===== src/hw/rtl/xts_pkg.sv =====
// ----------------------------------------------------------------------------
// xts_pkg: shared types, codes and character classes of the XML token scanner
// Scanner states, event codes, event record and per-character helpers.
// ----------------------------------------------------------------------------
package xts_pkg;

  localparam int POS_BITS   = 32;
  localparam int DEPTH_BITS = 16;
  localparam int CP_BITS    = 21;

  typedef logic [POS_BITS-1:0]   pos_t;
  typedef logic [DEPTH_BITS-1:0] depth_t;
  typedef logic [CP_BITS-1:0]    cp_t;

  localparam pos_t   POS_ONE   = pos_t'(1);
  localparam depth_t DEPTH_ONE = depth_t'(1);
  localparam depth_t DEPTH_MAX = '1;

  typedef enum logic [4:0] {
    S_READY, S_TAG_BEGIN, S_TAG_NAME, S_TAG_INSIDE, S_ATTR_NAME, S_ATTR_EQ,
    S_ATTR_QUOTE, S_ATTR_VALUE, S_TAG_END, S_CLOSE, S_CLOSE_NAME, S_CLOSE_END,
    S_QMARK, S_PI, S_PI_Q, S_EXCL, S_DT, S_DT_TEXT, S_DT_STR, S_ERROR
  } scan_state_t;

  typedef enum logic [1:0] {EL_TAG, EL_SELF, EL_DECL, EL_DT} el_kind_t;

  typedef enum logic [3:0] {
    EV_TEXT, EV_OPEN, EV_CLOSE, EV_ATTR, EV_PI, EV_DT_PART, EV_DT_END,
    EV_ERROR, EV_DONE
  } ev_kind_t;

  localparam logic [1:0] ST_OK    = 2'd0;
  localparam logic [1:0] ST_ERROR = 2'd1;
  localparam logic [1:0] ST_EMPTY = 2'd2;

  typedef struct packed {
    ev_kind_t   kind;
    logic [31:0] name_start;
    logic [31:0] name_end;
    logic [31:0] data_start;
    logic [31:0] data_end;
    logic        all_white;
    logic [1:0]  status;
  } event_t;

  localparam cp_t CH_TAB   = cp_t'(9);
  localparam cp_t CH_LF    = cp_t'(10);
  localparam cp_t CH_CR    = cp_t'(13);
  localparam cp_t CH_SP    = cp_t'(32);
  localparam cp_t CH_DQ    = cp_t'(34);
  localparam cp_t CH_SQ    = cp_t'(39);
  localparam cp_t CH_DASH  = cp_t'(45);
  localparam cp_t CH_DOT   = cp_t'(46);
  localparam cp_t CH_SLASH = cp_t'(47);
  localparam cp_t CH_COLON = cp_t'(58);
  localparam cp_t CH_LT    = cp_t'(60);
  localparam cp_t CH_EQ    = cp_t'(61);
  localparam cp_t CH_GT    = cp_t'(62);
  localparam cp_t CH_QM    = cp_t'(63);
  localparam cp_t CH_EXCL  = cp_t'(33);
  localparam cp_t CH_US    = cp_t'(95);

  function automatic logic is_ws(cp_t c);
    return (c == CH_TAB) || (c == CH_LF) || (c == CH_CR) || (c == CH_SP);
  endfunction

  function automatic logic is_letter(cp_t c);
    return (c >= cp_t'(65) && c <= cp_t'(90)) || (c >= cp_t'(97) && c <= cp_t'(122))
        || (c >= cp_t'(128));
  endfunction

  function automatic logic is_digit(cp_t c);
    return c >= cp_t'(48) && c <= cp_t'(57);
  endfunction

  function automatic logic is_tag_first(cp_t c);
    return is_letter(c) || (c == CH_US) || (c == CH_COLON);
  endfunction

  function automatic logic is_tag_char(cp_t c);
    return is_letter(c) || is_digit(c) || (c == CH_US) || (c == CH_COLON)
        || (c == CH_DASH) || (c == CH_DOT);
  endfunction

  function automatic logic is_attr_char(cp_t c);
    return is_letter(c) || is_digit(c) || (c == CH_US) || (c == CH_DASH) || (c == CH_DOT);
  endfunction

  function automatic cp_t fold(cp_t c);
    return (c >= cp_t'(65) && c <= cp_t'(90)) ? c + cp_t'(32) : c;
  endfunction

  // lower-case "xml"
  function automatic cp_t kw_decl(logic [2:0] i);
    cp_t r;
    case (i)
      3'd0:    r = cp_t'(120);
      3'd1:    r = cp_t'(109);
      default: r = cp_t'(108);
    endcase
    return r;
  endfunction

  // lower-case "doctype"
  function automatic cp_t kw_dt(logic [2:0] i);
    cp_t r;
    case (i)
      3'd0:    r = cp_t'(100);
      3'd1:    r = cp_t'(111);
      3'd2:    r = cp_t'(99);
      3'd3:    r = cp_t'(116);
      3'd4:    r = cp_t'(121);
      3'd5:    r = cp_t'(112);
      default: r = cp_t'(101);
    endcase
    return r;
  endfunction

endpackage


===== src/hw/rtl/xts_core.sv =====
// ----------------------------------------------------------------------------
// xts_core: scanner state and per-character transition
// Holds state and span marks; one step per enabled cycle, event out comb.
// ----------------------------------------------------------------------------
module xts_core (
  input  logic                clk,
  input  logic                rst_n,
  input  logic                step,
  input  xts_pkg::cp_t        cp,
  input  logic                eoi,
  output logic                ev_valid,
  output xts_pkg::event_t     ev
);

  xts_pkg::scan_state_t state_r, state_nxt;
  xts_pkg::pos_t   position_r, position_nxt;
  xts_pkg::pos_t   text_mark_r, text_mark_nxt;
  xts_pkg::pos_t   tag_start_r, tag_start_nxt;
  xts_pkg::pos_t   tag_end_r, tag_end_nxt;
  xts_pkg::pos_t   attr_start_r, attr_start_nxt;
  xts_pkg::pos_t   attr_end_r, attr_end_nxt;
  xts_pkg::pos_t   data_start_r, data_start_nxt;
  xts_pkg::depth_t depth_r, depth_nxt;
  xts_pkg::el_kind_t ek_r, ek_nxt;
  logic            quote_r, quote_nxt;
  logic            white_r, white_nxt;
  logic [2:0]      parts_r, parts_nxt;
  logic [2:0]      kidx_r, kidx_nxt;
  logic            err_r, err_nxt;

  xts_pkg::pos_t        pos;
  logic                 p2;
  xts_pkg::scan_state_t p2_st;
  logic                 part_now;
  logic                 do_fail;

  always_comb begin
    state_nxt      = state_r;
    position_nxt   = position_r;
    text_mark_nxt  = text_mark_r;
    tag_start_nxt  = tag_start_r;
    tag_end_nxt    = tag_end_r;
    attr_start_nxt = attr_start_r;
    attr_end_nxt   = attr_end_r;
    data_start_nxt = data_start_r;
    depth_nxt      = depth_r;
    ek_nxt         = ek_r;
    quote_nxt      = quote_r;
    white_nxt      = white_r;
    parts_nxt      = parts_r;
    kidx_nxt       = kidx_r;
    err_nxt        = err_r;
    pos            = position_r;
    p2             = 1'b0;
    p2_st          = xts_pkg::S_READY;
    part_now       = 1'b0;
    do_fail        = 1'b0;
    ev_valid       = 1'b0;
    ev             = '0;

    if (eoi) begin
      ev_valid = 1'b1;
      ev.kind  = xts_pkg::EV_DONE;
      if (position_r == '0) ev.status = xts_pkg::ST_EMPTY;
      else if (err_r || depth_r != '0 || state_r != xts_pkg::S_READY)
        ev.status = xts_pkg::ST_ERROR;
      else ev.status = xts_pkg::ST_OK;
      state_nxt      = xts_pkg::S_READY;
      position_nxt   = '0;
      text_mark_nxt  = '0;
      tag_start_nxt  = '0;
      tag_end_nxt    = '0;
      attr_start_nxt = '0;
      attr_end_nxt   = '0;
      data_start_nxt = '0;
      depth_nxt      = '0;
      ek_nxt         = xts_pkg::EL_TAG;
      quote_nxt      = 1'b0;
      white_nxt      = 1'b1;
      parts_nxt      = '0;
      kidx_nxt       = '0;
      err_nxt        = 1'b0;
    end else begin
      position_nxt = position_r + xts_pkg::POS_ONE;
      if (!err_r) begin
        // first pass: current state
        unique case (state_r)
          xts_pkg::S_READY: begin
            if (cp == xts_pkg::CH_LT) begin
              if (text_mark_r != pos) begin
                ev_valid      = 1'b1;
                ev.kind       = xts_pkg::EV_TEXT;
                ev.data_start = text_mark_r;
                ev.data_end   = pos;
                ev.all_white  = white_r;
              end
              state_nxt     = xts_pkg::S_TAG_BEGIN;
              text_mark_nxt = pos;
              white_nxt     = 1'b1;
            end else if (!xts_pkg::is_ws(cp)) begin
              white_nxt = 1'b0;
            end
          end
          xts_pkg::S_TAG_BEGIN: begin
            if (xts_pkg::is_tag_first(cp)) begin
              state_nxt = xts_pkg::S_TAG_NAME; tag_start_nxt = pos;
            end else if (cp == xts_pkg::CH_SLASH) begin
              state_nxt = xts_pkg::S_CLOSE;
            end else if (cp == xts_pkg::CH_QM) begin
              state_nxt = xts_pkg::S_QMARK; kidx_nxt = '0;
              data_start_nxt = pos + xts_pkg::POS_ONE;
            end else if (cp == xts_pkg::CH_EXCL) begin
              state_nxt = xts_pkg::S_EXCL; kidx_nxt = '0;
            end else if (!xts_pkg::is_ws(cp)) begin
              do_fail = 1'b1;
            end
          end
          xts_pkg::S_TAG_NAME: begin
            if (!xts_pkg::is_tag_char(cp)) begin
              tag_end_nxt = pos;
              if (depth_r == xts_pkg::DEPTH_MAX) do_fail = 1'b1;
              else begin
                depth_nxt     = depth_r + xts_pkg::DEPTH_ONE;
                ek_nxt        = xts_pkg::EL_TAG;
                ev_valid      = 1'b1;
                ev.kind       = xts_pkg::EV_OPEN;
                ev.name_start = tag_start_r;
                ev.name_end   = pos;
                p2 = 1'b1; p2_st = xts_pkg::S_TAG_INSIDE;
              end
            end
          end
          xts_pkg::S_TAG_INSIDE: begin
            p2 = 1'b1; p2_st = xts_pkg::S_TAG_INSIDE;
          end
          xts_pkg::S_ATTR_NAME: begin
            if (!xts_pkg::is_attr_char(cp)) begin
              attr_end_nxt = pos;
              if (xts_pkg::is_ws(cp)) state_nxt = xts_pkg::S_ATTR_EQ;
              else if (cp == xts_pkg::CH_EQ) state_nxt = xts_pkg::S_ATTR_QUOTE;
              else do_fail = 1'b1;
            end
          end
          xts_pkg::S_ATTR_EQ: begin
            if (cp == xts_pkg::CH_EQ) state_nxt = xts_pkg::S_ATTR_QUOTE;
            else if (!xts_pkg::is_ws(cp)) do_fail = 1'b1;
          end
          xts_pkg::S_ATTR_QUOTE: begin
            if (cp == xts_pkg::CH_DQ || cp == xts_pkg::CH_SQ) begin
              quote_nxt      = (cp == xts_pkg::CH_SQ);
              data_start_nxt = pos + xts_pkg::POS_ONE;
              state_nxt      = xts_pkg::S_ATTR_VALUE;
            end else if (!xts_pkg::is_ws(cp)) begin
              do_fail = 1'b1;
            end
          end
          xts_pkg::S_ATTR_VALUE: begin
            if (cp == (quote_r ? xts_pkg::CH_SQ : xts_pkg::CH_DQ)) begin
              state_nxt     = xts_pkg::S_TAG_INSIDE;
              ev_valid      = 1'b1;
              ev.kind       = xts_pkg::EV_ATTR;
              ev.name_start = attr_start_r;
              ev.name_end   = attr_end_r;
              ev.data_start = data_start_r;
              ev.data_end   = pos;
            end
          end
          xts_pkg::S_TAG_END: begin
            if (cp == xts_pkg::CH_GT) begin
              state_nxt     = xts_pkg::S_READY;
              text_mark_nxt = pos + xts_pkg::POS_ONE;
              white_nxt     = 1'b1;
              if (ek_r == xts_pkg::EL_SELF) begin
                if (depth_r != '0) depth_nxt = depth_r - xts_pkg::DEPTH_ONE;
                ev_valid      = 1'b1;
                ev.kind       = xts_pkg::EV_CLOSE;
                ev.name_start = tag_start_r;
                ev.name_end   = tag_end_r;
              end
            end
          end
          xts_pkg::S_CLOSE: begin
            if (xts_pkg::is_tag_first(cp)) begin
              state_nxt = xts_pkg::S_CLOSE_NAME; tag_start_nxt = pos;
            end else do_fail = 1'b1;
          end
          xts_pkg::S_CLOSE_NAME: begin
            if (!xts_pkg::is_tag_char(cp)) begin
              tag_end_nxt = pos;
              p2 = 1'b1; p2_st = xts_pkg::S_CLOSE_END;
            end
          end
          xts_pkg::S_CLOSE_END: begin
            p2 = 1'b1; p2_st = xts_pkg::S_CLOSE_END;
          end
          xts_pkg::S_QMARK: begin
            if (kidx_r < 3'd3) begin
              if (xts_pkg::fold(cp) == xts_pkg::kw_decl(kidx_r)) kidx_nxt = kidx_r + 3'd1;
              else begin p2 = 1'b1; p2_st = xts_pkg::S_PI; end
            end else if (xts_pkg::is_ws(cp)) begin
              ek_nxt = xts_pkg::EL_DECL; state_nxt = xts_pkg::S_TAG_INSIDE;
            end else begin
              p2 = 1'b1; p2_st = xts_pkg::S_PI;
            end
          end
          xts_pkg::S_PI: begin
            p2 = 1'b1; p2_st = xts_pkg::S_PI;
          end
          xts_pkg::S_PI_Q: begin
            if (cp == xts_pkg::CH_GT) begin
              state_nxt     = xts_pkg::S_READY;
              text_mark_nxt = pos + xts_pkg::POS_ONE;
              white_nxt     = 1'b1;
              ev_valid      = 1'b1;
              ev.kind       = xts_pkg::EV_PI;
              ev.data_start = data_start_r;
              ev.data_end   = pos - xts_pkg::POS_ONE;
            end else if (cp != xts_pkg::CH_QM) begin
              state_nxt = xts_pkg::S_PI;
            end
          end
          xts_pkg::S_EXCL: begin
            if (kidx_r < 3'd7) begin
              if (xts_pkg::fold(cp) == xts_pkg::kw_dt(kidx_r)) kidx_nxt = kidx_r + 3'd1;
              else do_fail = 1'b1;
            end else if (xts_pkg::is_ws(cp)) begin
              ek_nxt = xts_pkg::EL_DT; state_nxt = xts_pkg::S_DT; parts_nxt = '0;
            end else do_fail = 1'b1;
          end
          xts_pkg::S_DT: begin
            p2 = 1'b1; p2_st = xts_pkg::S_DT;
          end
          xts_pkg::S_DT_TEXT: begin
            if (!xts_pkg::is_tag_char(cp)) begin
              ev_valid      = 1'b1;
              ev.kind       = xts_pkg::EV_DT_PART;
              ev.data_start = data_start_r;
              ev.data_end   = pos;
              part_now      = 1'b1;
              if (parts_r < 3'd7) parts_nxt = parts_r + 3'd1;
              p2 = 1'b1; p2_st = xts_pkg::S_DT;
            end
          end
          xts_pkg::S_DT_STR: begin
            if (cp == xts_pkg::CH_DQ) begin
              if (parts_r < 3'd7) parts_nxt = parts_r + 3'd1;
              state_nxt     = xts_pkg::S_DT;
              ev_valid      = 1'b1;
              ev.kind       = xts_pkg::EV_DT_PART;
              ev.data_start = data_start_r;
              ev.data_end   = pos;
            end
          end
          default: ;
        endcase

        // second pass: state entered on the same character
        if (p2) begin
          state_nxt = p2_st;
          unique case (p2_st)
            xts_pkg::S_TAG_INSIDE: begin
              if (xts_pkg::is_ws(cp)) begin
              end else if (xts_pkg::is_letter(cp) || cp == xts_pkg::CH_US) begin
                attr_start_nxt = pos; state_nxt = xts_pkg::S_ATTR_NAME;
              end else if (ek_nxt == xts_pkg::EL_TAG && cp == xts_pkg::CH_SLASH) begin
                ek_nxt = xts_pkg::EL_SELF; state_nxt = xts_pkg::S_TAG_END;
              end else if (ek_nxt == xts_pkg::EL_TAG && cp == xts_pkg::CH_GT) begin
                state_nxt     = xts_pkg::S_READY;
                text_mark_nxt = pos + xts_pkg::POS_ONE;
                white_nxt     = 1'b1;
              end else if (ek_nxt == xts_pkg::EL_DECL && cp == xts_pkg::CH_QM) begin
                state_nxt = xts_pkg::S_TAG_END;
              end else do_fail = 1'b1;
            end
            xts_pkg::S_CLOSE_END: begin
              if (cp == xts_pkg::CH_GT) begin
                if (depth_r == '0) do_fail = 1'b1;
                else begin
                  depth_nxt     = depth_r - xts_pkg::DEPTH_ONE;
                  state_nxt     = xts_pkg::S_READY;
                  text_mark_nxt = pos + xts_pkg::POS_ONE;
                  white_nxt     = 1'b1;
                  ev_valid      = 1'b1;
                  ev.kind       = xts_pkg::EV_CLOSE;
                  ev.name_start = tag_start_nxt;
                  ev.name_end   = tag_end_nxt;
                end
              end else if (!xts_pkg::is_ws(cp)) do_fail = 1'b1;
            end
            xts_pkg::S_PI: begin
              if (cp == xts_pkg::CH_QM) state_nxt = xts_pkg::S_PI_Q;
            end
            xts_pkg::S_DT: begin
              if (xts_pkg::is_ws(cp)) begin
              end else if (parts_nxt < 3'd2) begin
                if (xts_pkg::is_letter(cp) || cp == xts_pkg::CH_US) begin
                  state_nxt = xts_pkg::S_DT_TEXT; data_start_nxt = pos;
                end else do_fail = 1'b1;
              end else if (cp == xts_pkg::CH_DQ && parts_nxt < 3'd4) begin
                state_nxt = xts_pkg::S_DT_STR; data_start_nxt = pos + xts_pkg::POS_ONE;
              end else if (cp == xts_pkg::CH_GT) begin
                state_nxt     = xts_pkg::S_READY;
                text_mark_nxt = pos + xts_pkg::POS_ONE;
                white_nxt     = 1'b1;
                ev_valid      = 1'b1;
                ev.kind       = xts_pkg::EV_DT_END;
                // part just closed by '>' keeps its span
                if (!part_now) begin
                  ev.data_start = pos;
                  ev.data_end   = pos;
                end
              end else do_fail = 1'b1;
            end
            default: ;
          endcase
        end

        if (do_fail) begin
          err_nxt       = 1'b1;
          state_nxt     = xts_pkg::S_ERROR;
          ev_valid      = 1'b1;
          ev            = '0;
          ev.kind       = xts_pkg::EV_ERROR;
          ev.data_start = pos;
          ev.data_end   = pos;
          ev.status     = xts_pkg::ST_ERROR;
        end
      end
    end
  end

  always_ff @(posedge clk) begin
    if (!rst_n) begin
      state_r      <= xts_pkg::S_READY;
      position_r   <= '0;
      text_mark_r  <= '0;
      tag_start_r  <= '0;
      tag_end_r    <= '0;
      attr_start_r <= '0;
      attr_end_r   <= '0;
      data_start_r <= '0;
      depth_r      <= '0;
      ek_r         <= xts_pkg::EL_TAG;
      quote_r      <= 1'b0;
      white_r      <= 1'b1;
      parts_r      <= '0;
      kidx_r       <= '0;
      err_r        <= 1'b0;
    end else if (step) begin
      state_r      <= state_nxt;
      position_r   <= position_nxt;
      text_mark_r  <= text_mark_nxt;
      tag_start_r  <= tag_start_nxt;
      tag_end_r    <= tag_end_nxt;
      attr_start_r <= attr_start_nxt;
      attr_end_r   <= attr_end_nxt;
      data_start_r <= data_start_nxt;
      depth_r      <= depth_nxt;
      ek_r         <= ek_nxt;
      quote_r      <= quote_nxt;
      white_r      <= white_nxt;
      parts_r      <= parts_nxt;
      kidx_r       <= kidx_nxt;
      err_r        <= err_nxt;
    end
  end

endmodule


===== src/hw/rtl/xml_token_scanner_top.sv =====
// ----------------------------------------------------------------------------
// xml_token_scanner_top: streaming XML tokenizer, one character per beat
// Input register, scanner core, result register with valid/stall handshakes.
// ----------------------------------------------------------------------------
// One character (or an end-of-document marker) enters per beat and the block
// takes a beat every cycle while the result side keeps up. Each character is
// captured in an input register, runs through the scanner transition logic
// and, if it causes an event, lands in the result register after the input
// register. Events carry character offsets instead of strings: tag and
// attribute name spans, text/value/PI/doctype spans, a whitespace-only flag for
// text and a status on error and done events. A syntax error is sticky and
// silences output until the end marker, whose done event reports the final
// status and returns the scanner to its reset state for the next document.
// Stall on the result side backs up into in_stall after one buffered beat.
module xml_token_scanner_top (
  input  logic        clk,
  input  logic        rst_n,
  input  logic        in_valid,
  output logic        in_stall,
  input  logic [20:0] in_code_point,
  input  logic        in_end_of_input,
  output logic        out_valid,
  input  logic        out_stall,
  output logic [3:0]  out_event_kind,
  output logic [31:0] out_name_start,
  output logic [31:0] out_name_end,
  output logic [31:0] out_data_start,
  output logic [31:0] out_data_end,
  output logic        out_all_white,
  output logic [1:0]  out_status
);

  // input register
  logic            s1_valid_r;
  xts_pkg::cp_t    s1_cp_r;
  logic            s1_eoi_r;

  // result register
  logic            out_valid_r;
  xts_pkg::event_t out_ev_r;

  logic            out_free;
  logic            step;
  logic            ev_valid;
  xts_pkg::event_t ev;

  // result slot frees when empty or being taken this edge
  assign out_free = !out_valid_r || !out_stall;
  assign step     = s1_valid_r && out_free;
  assign in_stall = s1_valid_r && !out_free;

  xts_core u_core (
    .clk      (clk),
    .rst_n    (rst_n),
    .step     (step),
    .cp       (s1_cp_r),
    .eoi      (s1_eoi_r),
    .ev_valid (ev_valid),
    .ev       (ev)
  );

  always_ff @(posedge clk) begin
    if (!rst_n) begin
      s1_valid_r <= 1'b0;
    end else if (!in_stall) begin
      s1_valid_r <= in_valid;
    end
  end

  always_ff @(posedge clk) begin
    if (!in_stall && in_valid) begin
      s1_cp_r  <= in_code_point;
      s1_eoi_r <= in_end_of_input;
    end
  end

  always_ff @(posedge clk) begin
    if (!rst_n) begin
      out_valid_r <= 1'b0;
    end else if (out_free) begin
      out_valid_r <= step && ev_valid;
    end
  end

  always_ff @(posedge clk) begin
    if (out_free && step && ev_valid) begin
      out_ev_r <= ev;
    end
  end

  assign out_valid      = out_valid_r;
  assign out_event_kind = out_ev_r.kind;
  assign out_name_start = out_ev_r.name_start;
  assign out_name_end   = out_ev_r.name_end;
  assign out_data_start = out_ev_r.data_start;
  assign out_data_end   = out_ev_r.data_end;
  assign out_all_white  = out_ev_r.all_white;
  assign out_status     = out_ev_r.status;

`ifndef SYNTH
  // back-pressure only while a result is held
  a_stall_cause: assert property (@(posedge clk) disable iff (!rst_n)
    in_stall |-> (s1_valid_r && out_valid_r && out_stall))
    else $error("in_stall without held result");

  // an end marker stepped through always yields a done event next cycle
  a_done_follows: assert property (@(posedge clk) disable iff (!rst_n)
    (step && s1_eoi_r) |=> (out_valid_r && out_ev_r.kind == xts_pkg::EV_DONE))
    else $error("end marker lost its done event");

  // error events always report syntax error status
  a_error_status: assert property (@(posedge clk) disable iff (!rst_n)
    (out_valid_r && out_ev_r.kind == xts_pkg::EV_ERROR) |->
      (out_ev_r.status == xts_pkg::ST_ERROR))
    else $error("error event with wrong status");
`endif

endmodule

===== config.mk =====
export PLATFORM = sky130hd
export DESIGN_NAME = xml_token_scanner_top
export DESIGN_NICKNAME = d
export VERILOG_FILES = /design/src/hw/rtl/xts_pkg.sv /design/src/hw/rtl/xts_core.sv /design/src/hw/rtl/xml_token_scanner_top.sv
export SDC_FILE = /design/constraint.sdc
export NUM_CORES = 1
export LEC_CHECK = 0
export ABC_CLOCK_PERIOD_IN_PS = 7600
export BUFFER_PORTS_ARGS = -buffer_cell sky130_fd_sc_hd__buf_4
export CORE_MARGIN = 3
export CORE_UTILIZATION = 45
export DETAILED_ROUTE_END_ITERATION = 8
export PLACE_DENSITY_LB_ADDON = 0.25
export SLEW_MARGIN = 40
export SYNTH_ARGS = -nofsm -noshare
export SYNTH_HDL_FRONTEND = slang
export SYNTH_SLANG_ARGS = --single-unit

===== constraint.sdc =====
create_clock -name clk -period 7.6 [get_ports clk]
set_input_delay 2.28 -clock clk [delete_from_list [all_inputs] [get_ports clk]]
set_output_delay 2.28 -clock clk [all_outputs]
set_load 0.005 [all_outputs]

Word level (Yosys, flattened, before mapping)
Cells that the tools add are included.
- input bits: 26
- logic and storage cells: 476
- output and inout bits: 137
- register bits after elaboration: 415
- equal/unequal tests: 74
- reduce and logical (&&, ||, !) cells: 64
- mux-type cells: 289
- add/sub/neg operators: 7
- $lt $le $gt $ge: 12
- bitwise gates (word level): 3
- operators by type and width (kind ; number):
    two-way mux 32 bit ; 46
    two-way mux 64 bit ; 10
    two-way mux 68 bit ; 8
    two-way mux 132 bit ; 3
    case mux 64 bit (5 select lines) ; 1
    two-way mux 135 bit ; 2
    == test 21 x 6 -> 1 bit (second input constant) ; 12
    two-way mux 5 bit ; 41
    two-way mux 65 bit ; 3
    case mux 64 bit (3 select lines) ; 1
    two-way mux 21 bit ; 9
    two-way mux 16 bit ; 11
    two-way mux 130 bit ; 1
    case mux 32 bit (2 select lines) ; 2
    case mux 32 bit (3 select lines) ; 1
    two-way mux 1 bit ; 83
    two-way mux 3 bit ; 23
    two-way mux 66 bit ; 1
    == test 21 bit ; 3
    == test 21 x 4 -> 1 bit (second input constant) ; 3
    case mux 5 bit (12 select lines) ; 1
    == test 5 x 4 -> 1 bit (second input constant) ; 10
    >= comparator 21 x 7 -> 1 bit (second input constant) ; 2
    less-or-equal comparator 21 x 7 -> 1 bit (second input constant) ; 2
    70 further kinds ; 170

Longest topological paths before layout
- depth in word-level cells: 28
- mapped depth: 17
- mapped depth without buffers: 13

Modules after synthesis
From an unflattened synthesis, not the netlist that was laid out.
- cells, all modules: 2988
- area total of the unflattened synthesis: 24136.9 um^2
- by module, submodules not included (module ; area each (um^2) ; instances ; cells an instance ; sequential area each (um^2)):
    xts_core ; 19331.0 ; 1 ; 2821 ; 5124.9
    xml_token_scanner_top ; 4805.9 ; 1 ; 167 ; 4754.6

Least setup slack after synthesis
Ideal clock, no wire load.
- kind: input-to-reg
- start point: input out_stall
- end point: register out_ev_r (netlist bit out_all_white) (enable)
- arrival time: 6.227 ns
- stages on the path: 8
- slack: 0.885 ns
- setup time: 0.488 ns
- path buffers: 3
- data required time: 7.112 ns
- path through: nand2_1 > nand2_1 > clkbuf_1 > a21oi_1 > clkbuf_1 > clkbuf_1 > o41ai_2 > inv_1
- longest elaborated chain between the ends: 5
- RTL lines (what ; RTL line ; RTL):
    from (decl) ; xml_token_scanner_top.sv:23 ; input logic out_stall,
    zero test 1 bit (*) ; xml_token_scanner_top.sv:48 ; assign out_free = !out_valid_r || !out_stall;
    logical OR 1 bit (*) ; xml_token_scanner_top.sv:48 ;
    logical AND 1 bit ; xml_token_scanner_top.sv:49 ; assign step = s1_valid_r && out_free;
    logical AND 1 bit (*) (2 in series) ; xml_token_scanner_top.sv:86 ; if (out_free && step && ev_valid) begin
    to (signal assigned) ; xml_token_scanner_top.sv:87 ; out_ev_r <= ev;
    to (decl) ; xml_token_scanner_top.sv:40 ; xts_pkg::event_t out_ev_r;
Mark *: on every way between the ends. The rest lies on a longest branch, timed or not.
A chain may end at the register's enable or synchronous reset.

Final worst setup path
- start point: register s1_cp_r[4]
- end point: register out_ev_r (netlist bit out_name_start[21]) (enable)
- longest elaborated chain between the ends: 28
- elaborated cells on any way between the ends: 138
- classes of those cells: add/sub (1); order compare (9); eq/ne (23); mux (81); reduce/logical (24)
- RTL lines (what ; RTL line ; RTL):
    from (decl) ; xml_token_scanner_top.sv:35 ; xts_pkg::cp_t s1_cp_r;
    from (signal assigned) ; xml_token_scanner_top.sv:72 ; s1_cp_r <= in_code_point;
    >= comparator 21 x 7 -> 1 bit (tied with other cells) ; xts_pkg.sv:68, xts_pkg.sv:90 ;
    logical AND 1 bit (on tied branches) ; xts_pkg.sv:68, xts_pkg.sv:90 ;
    logical OR 1 bit ; xts_pkg.sv:68 ; return (c >= cp_t'(65) && c <= cp_t'(90)) || (c >= cp_t'(97) && c <= cp_t'(122))
    logical OR 1 bit ; xts_pkg.sv:69 ; || (c >= cp_t'(128));
    logical OR 1 bit (2 in series) ; xts_pkg.sv:81, xts_pkg.sv:86 ;
    logical OR 1 bit ; xts_pkg.sv:81 ; return is_letter(c) || is_digit(c) || (c == CH_US) || (c == CH_COLON)
    logical OR 1 bit (2 in series) ; xts_pkg.sv:82 ; || (c == CH_DASH) || (c == CH_DOT);
    two-way mux 2 bit ; xts_core.sv:119 ; if (!xts_pkg::is_tag_char(cp)) begin
    (+10 left out) ; n/a ;
    case mux 1 bit (3 select lines) ; xts_core.sv:260 ; unique case (p2_st)
    two-way mux 1 bit ; xts_core.sv:258 ; if (p2) begin
    two-way mux 1 bit ; xts_core.sv:85 ; if (!err_r) begin
    two-way mux 1 bit ; xts_core.sv:61 ; if (eoi) begin
    two-way mux 1 bit (*) ; xts_core.sv:318 ; if (do_fail) begin
    two-way mux 1 bit (*) ; xts_core.sv:85 ;
    two-way mux 1 bit (*) ; xts_core.sv:61 ;
    logical AND 1 bit (*) ; xml_token_scanner_top.sv:86 ;
Mark *: on every way between the ends. The rest lies on a longest branch, timed or not. The select of a mux whose other input is x is not followed.

==> results by group <==
Drt
  – Final wirelength: 91,300 um
  – Via density: about 6.6
  – Routed Antenna Nets: 0
  – Initial DRC count: about 3,500
  – # DRC: 0
  – Total number of vias: between 20,000 and 25,000
  – Drt wl/cell: between 20 and 30 um
  – 1st-pass router iterations: 8

Timing
  – Final Slew Violations: 0
  – Fin Hold WS: approximately 0.46 ns
  – Worst slew pin tran: ~1 ns
  – Final worst path period share: about four fifths
  – Sum of negative setup slack: 0 ns
  – Crit path time final: 5.99 ns
  – Final worst slack: between 1.5 and 2 ns
  – Max_slew headroom: 34.2%
  – Worst Skew: between 0.03 and 0.04 ns
  – RSZ-0062 raised after global routing: false
  – Max Freq: between 150 and 200 MHz
  – Final hold violation count: 0
  – Final setup fails: 0

Critical path
  – Buf/Inv on CP: 3
  – CP max stage delay: about 0.7 ns
  – Worst path slowest cell: edfxtp_1
  – Crit path max fanout: a little under 70
  – WS Path Type: flip-flop to flip-flop
  – CP startpoint kind: flip-flop
  – CP required: between 7 and 8 ns
  – Family with the most delay on the worst path: simple AND/OR/NAND/NOR gates
  – CP cell instances: nor3_1, nand2_1, a22oi_1, o2111a_1, nand2_1, a211o_1, buf_4, nor4_1, or3_1, o41ai_2, inv_6, buf_12
  – Critical Path End Type: flip-flop
  – Most common cell on crit path: nand2_1
  – WP data arrival: around 6.3 ns

Floorplanning
  – Die area: between 50,000 and 60,000 um^2
  – Io pins: 163
  – Core area: a little over 50,000 um^2
  – Die Ht: approximately 240 um
  – Initial Utilization: ~46%
  – Std-Cell Rows: 83
  – Die W: roughly 240 um

Placed design
  – IO Port Bufs: between 150 and 200
  – Post-DP HPWL: between 60,000 and 70,000 um
  – DP Area: about 26,000 um^2
  – Place WS: 1.76 ns
  – DP Cell Count: 3,525
  – GPL Wtd Cong: slightly below 1

Synthesis
  – Proportion of synthesized chip area in sequential cells: between 40% and 50%
  – Post-synth EDFFs: around 160
  – Area share of the leading cell type in the synthesized netlist: a little over a fifth
  – Synth Instances: about 2,900
  – FF+latch count, synth: just over 400
  – Async S/R FF share, synth: 0%
  – Most common flop cell mapped by yosys: dfxtp_1
  – Syn Area/Cell: between 8 and 9 um^2
  – Net count after synthesis: about 2,900
  – Yosys warns: 0
  – Netlist Area Pre-Place: about 24,000 um^2
  – Cell variety after synth: 90
  – Ranking of synthesized cells by area: dfxtp_1 22%, edfxtp_1 20%, nand2_1 6.2%
  – Yosys top cell by area: dfxtp_1

Clock tree
  – Clock Tree Buf Depth: 3
  – CTS root buf: clkbuf_16
  – Hold buffers post-CTS: 0
  – Clock Latency Late Sink: 0.62 ns
  – CTS sink cnt: 415
  – Post-CTS Setup Bufs: 0
  – Clock-pin slew of the registers on the worst-case setup and hold paths: 0.06 ns
  – CTS buffer count: 46
  – Post-CTS resize count: 0
  – CTS tree: yes
  – Number of H-tree levels: 2

Global routing
  – All-Layer GR Usage: 31.5%
  – First-pass GRT wire length: ~140,000 um
  – Vias in the first global route: around 22,000
  – Largest net degree at the start of global routing: ~170
  – Initial antenna violation count: 2
  – Overflow after GRT: 0

Power
  – Leak Pwr: about 9.5 nW
  – Worst VDD drop: 0.000172 V
  – PD cells: 176 nW/um^2
  – Pwr Total: ~4.8 mW

Run status
  – Outcome: finished clean

Cells and area
  – # diodes: 0
  – Cell Count, Final, Fillers Out: approximately 3,600
  – Core Util, Final: ~52%
  – Commonest non-fill, non-tap cell in the layout: nand2_1
  – Ratio of cells with drive above 1 in the final layout: 14.3%
  – Nets: slightly below 3,000
  – Most frequent cells in the layout: 389 x nand2_1, 343 x nor2_1, 252 x dfxtp_1
  – Filler cell count: 4,802
  – Final Cell Area: 27,000 um^2
  – Area Overhead vs Synth: 14.5%

Run
  – Max-cap violations: 0

Min path
  – Hold/Removal Path Class: flip-flop to flip-flop
[sequential cells by signal, summed over array words and instances, names as in the netlist, 2 cells and up]
name	count
out_data_end	32
out_data_start	32
out_name_end	32
out_name_start	32
u_core.attr_end_r	32
u_core.attr_start_r	32
u_core.data_start_r	32
u_core.pos	32
u_core.tag_end_r	32
u_core.tag_start_r	32
u_core.text_mark_r	32
s1_cp_r	21
u_core.depth_r	16
u_core.state_r	5
out_event_kind	4
u_core.kidx_r	3
u_core.parts_r	3
out_status	2
u_core.ek_r	2
[worst paths after layout]
| path | cells past startpoint | to | from | slack [ns] |
|---|---|---|---|---|
| min reg2reg | 2 | u_core.attr_start_r[29] | u_core.attr_start_r[29] | 0.46 |
| min | 2 | u_core.attr_start_r[29] | u_core.attr_start_r[29] | 0.46 |
| max | 12 | out_name_start[21] | s1_cp_r[4] | 1.61 |
| max reg2reg | 12 | out_name_start[21] | s1_cp_r[4] | 1.61 |
[cell type report]
type | count | area [um^2] | area share [%]
Clock buffer | 55 | 1210 | 4.49
Clock inverter | 31 | 260 | 0.963
Sequential cell | 415 | 9890 | 36.6
Multi-Input combinational cell | 2158 | 12700 | 47.1
Timing Repair Buffer | 242 | 1960 | 7.26
Tap cell | 680 | 851 | 3.15
Inverter | 30 | 123 | 0.454
[worst min-delay path: stages, from the launching register on]
cell     delay [ns]
dfxtp_1        0.31
nand2_1        0.05
a21oi_1        0.05
[cell families after synthesis]
logic type | after synthesis | synth area share [%]
multiplexers | 68 | 3.04
AND/OR/NAND/NOR | 1126 | 22.0
flip-flops | 415 | 41.8
XOR/XNOR | 66 | 2.45
adder cells (fa/ha/maj) | 16 | 0.848
buffers and inverters | 306 | 5.02
AO/OA/AOI/OAI | 882 | 24.9
[Yosys cell counts (11+ instances only)]
cell / count
a222oi_1: 42
a211oi_1: 17
ha_1: 16
mux2_2: 29
a21oi_1: 238
xnor2_1: 55
nand4_1: 29
a221oi_1: 41
clkbuf_1: 246
a31o_2: 23
o21ai_1: 35
and4_1: 12
or3_1: 26
and3_1: 30
mux2i_1: 39
xor2_1: 11
o22a_1: 20
o211ai_1: 17
nor2_1: 354
dfxtp_1: 258
a31oi_1: 27
nand2_1: 390
nand3_1: 61
nand2b_1: 18
buf_2: 19
inv_1: 25
a22oi_1: 134
nor3_1: 84
nor2b_1: 38
o31ai_1: 16
nor4_1: 24
o22ai_1: 22
and2_1: 11
a22o_1: 15
o21ai_0: 152
edfxtp_1: 157
[metal layers]
metal	wire (um)	up-vias	track usage [%]
met5	23	-	0
met4	4840	4	16.2
met3	9320	255	5.21
met2	40200	1516	47.7
met1	36900	11515	43.5
li1	-	10593	-
[where the power goes]
group          internal [mW]  switching [mW]  leakage (nW)  total [mW]
sequential              2.32          0.0186          3.78        2.33
clock                   1.25           0.965         0.718        2.21
combinational         0.0533           0.154          5.04       0.207
total                   3.62            1.14          9.55        4.75
Power figures use the tool's default switching activity.
